`config.mk`:
```
export PLATFORM = sky130hd
export DESIGN_NAME = tcf_iter
export DESIGN_NICKNAME = d
export VERILOG_FILES = /design/src/rtl/tcf_pkg.sv /design/src/rtl/tcf_iter.sv
export SDC_FILE = /design/constraint.sdc
export NUM_CORES = 2
export LEC_CHECK = 0
export ABC_AREA = 1
export BUFFER_PORTS_ARGS = -buffer_cell sky130_fd_sc_hd__buf_4
export CAP_MARGIN = 20
export CORE_ASPECT_RATIO = 1.2
export CORE_MARGIN = 1.5
export CORE_UTILIZATION = 65
export DETAILED_ROUTE_END_ITERATION = 7
export PLACE_DENSITY = 0.82
export SYNTH_ARGS = -nofsm -noshare
export SYNTH_HDL_FRONTEND = slang
export SYNTH_SLANG_ARGS = --single-unit
export TNS_END_PERCENT = 1
```
`constraint.sdc`:
```
create_clock -name vclk -period 12.59
set_clock_uncertainty 0.05 [all_clocks]
set_input_delay 2.518 -clock vclk [all_inputs]
set_output_delay 2.518 -clock vclk [all_outputs]
set_load 0.05 [all_outputs]
```
`src/rtl/tcf_pkg.sv`:
```
// Package for the tilt complementary filter.
// Holds widths, register indexes, sequencer states, unit request and response types and the angle table.
// Depends on nothing.
package tcf_pkg;

  localparam int IN_W            = 16;
  localparam int ANG_W           = 24;
  localparam int ANGQ_W          = 22;
  localparam int AXIS_W          = 22;
  localparam int GN_W            = 26;
  localparam int ASUM_W          = 20;
  localparam int GSUM_W          = 24;
  localparam int WIDE_W          = 64;
  localparam int ACC_W           = 32;
  localparam int OPND_W          = 33;
  localparam int CNT_W           = 6;
  localparam int RAW_SHIFT       = 4;
  localparam int CORDIC_ITERS    = 24;
  localparam int SQRT_ITERS      = 32;
  localparam int GAIN_W          = 17;
  localparam int STEP_W          = 32;
  localparam int CFG_IDX_W       = 2;
  localparam int CAL_SAMPLES_DEF = 256;

  localparam logic [GAIN_W-1:0] GAIN_ONE   = 17'h10000;
  localparam logic [GAIN_W-1:0] GAIN_RESET = 17'd64225;
  localparam logic [STEP_W-1:0] STEP_RESET = 32'd46976;

  localparam logic [CFG_IDX_W-1:0] CFG_ROLL_GAIN  = 2'd0;
  localparam logic [CFG_IDX_W-1:0] CFG_PITCH_GAIN = 2'd1;
  localparam logic [CFG_IDX_W-1:0] CFG_STEP_GAIN  = 2'd2;

  // 180 degrees at 2^20 per degree
  localparam logic signed [ACC_W-1:0] ANG_180 = 32'sd188743680;

  typedef enum logic [1:0] {
    OP_HOLD,
    OP_CORDIC,
    OP_SQRT
  } op_t;

  typedef enum logic [4:0] {
    ST_IDLE,
    ST_ROLL_INIT,
    ST_CORDIC,
    ST_CORDIC_END,
    ST_SQ_Y,
    ST_SQ_Z,
    ST_SQRT_INIT,
    ST_SQRT,
    ST_PITCH_INIT,
    ST_GYRO_MUL,
    ST_GYRO_SCALE,
    ST_GYRO_DIV,
    ST_GYRO_END,
    ST_BLEND_PREV,
    ST_BLEND_ACC,
    ST_BLEND_SUM,
    ST_BLEND_END,
    ST_DONE
  } state_t;

  typedef struct packed {
    op_t                      op;
    logic [WIDE_W-1:0]        p;
    logic [WIDE_W-1:0]        q;
    logic signed [ACC_W-1:0]  r;
    logic [CNT_W-1:0]         cnt;
    logic signed [OPND_W-1:0] ma;
    logic signed [OPND_W-1:0] mb;
  } iter_req_t;

  typedef struct packed {
    logic [WIDE_W-1:0]        p;
    logic [WIDE_W-1:0]        q;
    logic signed [ACC_W-1:0]  r;
    logic signed [WIDE_W-1:0] prod;
  } iter_rsp_t;

  function automatic int trailing_zeros(input int v);
    int   n;
    logic found;
    n     = 0;
    found = 1'b0;
    for (int i = 0; i < 9; i++) begin
      if (!found && v[i]) begin
        found = 1'b1;
      end else if (!found) begin
        n++;
      end
    end
    return n;
  endfunction

  // round(atan(2^-i) * 180 / pi * 2^20)
  function automatic logic signed [ACC_W-1:0] atan_entry(input logic [4:0] i);
    logic signed [ACC_W-1:0] v;
    case (i)
      5'd0:    v = 32'sd47185920;
      5'd1:    v = 32'sd27855475;
      5'd2:    v = 32'sd14718068;
      5'd3:    v = 32'sd7471121;
      5'd4:    v = 32'sd3750058;
      5'd5:    v = 32'sd1876857;
      5'd6:    v = 32'sd938658;
      5'd7:    v = 32'sd469357;
      5'd8:    v = 32'sd234682;
      5'd9:    v = 32'sd117342;
      5'd10:   v = 32'sd58671;
      5'd11:   v = 32'sd29335;
      5'd12:   v = 32'sd14668;
      5'd13:   v = 32'sd7334;
      5'd14:   v = 32'sd3667;
      5'd15:   v = 32'sd1833;
      5'd16:   v = 32'sd917;
      5'd17:   v = 32'sd458;
      5'd18:   v = 32'sd229;
      5'd19:   v = 32'sd115;
      5'd20:   v = 32'sd57;
      5'd21:   v = 32'sd29;
      5'd22:   v = 32'sd14;
      5'd23:   v = 32'sd7;
      default: v = '0;
    endcase
    return v;
  endfunction

endpackage

```
`src/rtl/tcf_iter.sv`:
```
// Shared iteration unit: one CORDIC or square-root step, plus the multiplier.
// Purely combinational; the sequencer holds all operands in registers.
// Depends on tcf_pkg.
module tcf_iter (
  input  tcf_pkg::iter_req_t req,
  output tcf_pkg::iter_rsp_t rsp
);
  import tcf_pkg::*;

  logic signed [WIDE_W-1:0]   x;
  logic signed [WIDE_W-1:0]   y;
  logic signed [WIDE_W-1:0]   xs;
  logic signed [WIDE_W-1:0]   ys;
  logic [WIDE_W-1:0]          bitv;
  logic [WIDE_W-1:0]          trial;
  logic signed [2*OPND_W-1:0] full;

  always_comb begin
    x     = $signed(req.p);
    y     = $signed(req.q);
    xs    = x >>> req.cnt;
    ys    = y >>> req.cnt;
    bitv  = WIDE_W'(1) << {req.cnt, 1'b0};
    trial = req.q + bitv;
    full  = req.ma * req.mb;

    rsp.p    = req.p;
    rsp.q    = req.q;
    rsp.r    = req.r;
    rsp.prod = full[WIDE_W-1:0];

    unique case (req.op)
      OP_CORDIC: begin
        if (!y[WIDE_W-1]) begin
          rsp.p = x + ys;
          rsp.q = y - xs;
          rsp.r = req.r + atan_entry(req.cnt[4:0]);
        end else begin
          rsp.p = x - ys;
          rsp.q = y + xs;
          rsp.r = req.r - atan_entry(req.cnt[4:0]);
        end
      end
      OP_SQRT: begin
        if (req.p >= trial) begin
          rsp.p = req.p - trial;
          rsp.q = (req.q >> 1) + bitv;
        end else begin
          rsp.q = req.q >> 1;
        end
      end
      OP_HOLD: begin
        rsp.p = req.p;
      end
      default: begin
        rsp.p = req.p;
      end
    endcase
  end

endmodule

```
==> impl_metrics.json, run 1 <==
{
  "postCtsSetupRepairBufs": 0,
  "stop_error": "[ERROR GRT-0116] Global routing finished with congestion. Check the congestion regions in the DRC Viewer.",
  "holdBufCountCts": 0,
  "ys_types": 71,
  "grt_pass1_vias": 90500,
  "avgSynthCellArea_sq_um": 6.22,
  "grt_max_degree": 124,
  "synth-seq-area-share": 0,
  "syn_inst": 12200,
  "grt_first_pass_wirelength_um": 560000,
  "synth_nets": 14100,
  "yosys_warnings": 0,
  "outcome": "did not finish",
  "syn-cell-area_sq_um": 76200,
  "die_h_um": 378,
  "die_x_um": 315,
  "io_pins": 458,
  "grt.total_usage": 0.627,
  "placementRows": 137,
  "overflow": 122,
  "dpl_worst_slack_ns": -0.448,
  "dp.final_hpwl_um": 266000,
  "failed_stage": "5_1_grt",
  "initial_utilization": 0.655,
  "dpl_cell_area_sq_um": 81800,
  "numPortBuffers": 458,
  "gp_congestion": 1.40
}
kinds of logic after synthesis:
family	share of synthesized area
compound gates	0.125
xor+xnor	0.0420
fa+ha+maj	0.381
buf+inv	0.153
simple gates	0.299
through the flow:
step	TNS [ns]	util	instances
after floorplan	0	-	12200
after CTS	-0.0379	0.704	14000
after global placement	-1.32	0.704	14000
after detailed placement	-2.26	0.704	14000
cells in the mapped netlist, types with 31 or more instances:
| master | number | share of area |
|---|---|---|
| nand2_1 | 3283 | 0.16 |
| a31oi_1 | 166 | 0.014 |
| nor3_1 | 52 | 0.0034 |
| nor4_1 | 31 | 0.0025 |
| nand3_1 | 1024 | 0.067 |
| fa_1 | 1129 | 0.30 |
| or2_2 | 31 | 0.0025 |
| a21o_1 | 53 | 0.0052 |
| clkbuf_1 | 407 | 0.020 |
| a21oi_1 | 650 | 0.043 |
| nor2_1 | 906 | 0.045 |
| nand4_1 | 56 | 0.0046 |
| nand3b_1 | 31 | 0.0031 |
| xnor2_1 | 150 | 0.017 |
| xor2_1 | 215 | 0.025 |
| o211ai_1 | 73 | 0.0072 |
| buf_2 | 94 | 0.0062 |
| o21ai_0 | 562 | 0.037 |
| inv_1 | 2426 | 0.12 |
| buf_1 | 45 | 0.0022 |
| ha_1 | 512 | 0.084 |
repair_timing:
action / in CTS
setup endpoints to repair: 15
resized for setup: 13
gates cloned: 0
layer usage:
layer / GRT overflow / global-route usage
met5: 0 / 0.129
met4: 54 / 0.589
met3: 0 / 0.430
met2: 67 / 0.832
met1: 1 / 0.637
==> inputs of run 2 (changes only) <==
--- a/config.mk
+++ b/config.mk
@@ -8,11 +8,10 @@
 export ABC_AREA = 1
 export BUFFER_PORTS_ARGS = -buffer_cell sky130_fd_sc_hd__buf_4
 export CAP_MARGIN = 20
-export CORE_ASPECT_RATIO = 1.2
 export CORE_MARGIN = 1.5
-export CORE_UTILIZATION = 65
+export CORE_UTILIZATION = 40
 export DETAILED_ROUTE_END_ITERATION = 7
-export PLACE_DENSITY = 0.82
+export PLACE_DENSITY_LB_ADDON = 0.15
 export SYNTH_ARGS = -nofsm -noshare
 export SYNTH_HDL_FRONTEND = slang
 export SYNTH_SLANG_ARGS = --single-unit
==> impl_metrics.json, run 2 <==
{
  "outcome": "complete, no violations",
  "path_common_cell": "fa_1",
  "hold_path_class": "input port to output pin",
  "drt_iter0_drc": 7376,
  "grt_pass1_vias": 84000,
  "final_core_util": 0.460,
  "synth_most_common_cell": "nand2_1",
  "ys_top_cells_by_count": "3283 x nand2_1, 2426 x inv_1, 1129 x fa_1",
  "yosys_warnings": 0,
  "dp.final_hpwl_um": 331000,
  "startpoint_type": "input port",
  "report.final.slew_viol_count": 0,
  "arrival_ns": 9.94,
  "grt_first_pass_wirelength_um": 558000,
  "syn-cell-area_sq_um": 76200,
  "die_h_um": 439,
  "routed_wl_um": 385000,
  "yosysTopAreaCell": "fa_1",
  "area_growth_pct": 13.7,
  "synth_nets": 14100,
  "vias_per_cell": 5.52,
  "worstPathMaxFanout": 21,
  "numPortBuffers": 458,
  "vias": 84100,
  "setup_violations": 0,
  "fin_ws_ns": 0.0827,
  "dp.cells": 15200,
  "grt_antenna_before_repair": 20,
  "io_pins": 458,
  "cap_violations": 0,
  "fill_cells": 20100,
  "end_kind": "output pin",
  "grt_max_degree": 129,
  "worst-path-buf-inv": 12,
  "rsz0062_at_grt": "yes",
  "hold_viol": 0,
  "max_freq_mhz": 80.0,
  "drive_gt1_frac": 0.108,
  "n_clock_buffer": 0,
  "ys_types": 71,
  "layout_common_cells": "3254 x nand2_1, 2416 x inv_1, 1111 x fa_1",
  "grt.total_usage": 0.392,
  "gp_congestion": 1.07,
  "ys_top_cells_by_area": "fa_1 30%, nand2_1 16%, inv_1 12%",
  "die_area_sq_um": 193000,
  "regArea_sq_um": 0,
  "wl_per_cell_um": 25.3,
  "route.detailed.drc": 0,
  "period_needed_ns": 12.51,
  "die_x_um": 439,
  "final_common_cell": "nand2_1",
  "worstSetupPathType": "input port to output pin",
  "path_delay_family": "adder cells",
  "synth-seq-area-share": 0,
  "synth_top_area_share": 0.297,
  "instances_no_fill": 15200,
  "relSlewSlack": 0.252,
  "coreArea_sq_um": 188000,
  "syn_inst": 12200,
  "initial_utilization": 0.404,
  "seq_cell_count": 0,
  "slowest_delay_ns": 0.58,
  "holdBufCountCts": 0,
  "placementRows": 159,
  "cp.required_ns": 10.02,
  "hold_ws_ns": 5.37,
  "detail-route-antenna-nets": 0,
  "dpl_worst_slack_ns": -0.849,
  "avgSynthCellArea_sq_um": 6.22,
  "fin_crit_sh": 0.993,
  "overflow": 0,
  "cp_slowest_cell": "fa_1",
  "tightest_slew_ns": 1.11,
  "nNetsFinal": 14600,
  "drtPass1Iterations": 7
}
[run 2: cell counts after synthesis]
No cell type changed its count.
[run 2: layer usage]
metal | vias to the layer above | part of all wire | wire (um) | GRT usage
met3 | 943 | 0.063 | 24200 | 0.0421
met2 | 3643 | 0.47 | 180000 | 0.654
met1 | 40700 | 0.37 | 142000 | 0.457
li1 | 38800 | - | - | -
met5 | - | 0.00027 | 103 | 0
met4 | 16 | 0.10 | 38600 | 0.316
[run 2: stage by stage]
stage | TNS [ns] | cell area (sq um)
floorplan | 0 | 76200
global placement | -15.59 | 85300
detailed placement | -15.03 | 85300
CTS | -0.0955 | 85800
global route | -1.83 | 86600
finish | 0 | 86600
[run 2: area by class of cell]
cell class                 instances  area (sq um)  share of cell area
antenna                           10          25.0            0.000289
inverter                        2453          9230               0.107
multi-input combinational       9207         65400               0.756
tap                             2495          3120              0.0361
timing repair buffer            1070          8770               0.101
[run 2: repair_timing]
| item | 4_1_cts | 5_1_grt |
|---|---|---|
| cloned | 0 | 1 |
| setup endpoints to repair | 32 | 121 |
| setup buffers | 0 | 6 |
| resized for setup | 117 | 147 |
| pin swaps | 27 | 81 |
[run 2: cell families (layout without fill, tap and decap cells)]
logic type               count (synthesis)  after routing  share of synthesized area
buffers and inverters                 3029           3523                      0.153
other                                    0             10                          0
adder cells (fa/ha/maj)               1641           1641                      0.381
AND/OR/NAND/NOR                       5505           5505                      0.299
AO/OA/AOI/OAI                         1696           1696                      0.125
XOR/XNOR                               365            365                     0.0420
[run 2: tightest hold or removal path, delay by kind of cell]
family | cells | cell delay [ns]
and+or+nand+nor | 2 | 0.10
buffers and inverters | 2 | 0.27
[run 2: worst paths after layout]
kind	depth (start not counted)	from	end	slack, ns
worst max-delay path	33	req[65]	rsp[63]	0.08
worst min-delay path	4	req[103]	rsp[95]	5.37
Power of run 2 is left out: the tool's default activity adds up to more than one toggle a clock period on the data nets, which glitch-free logic cannot reach.
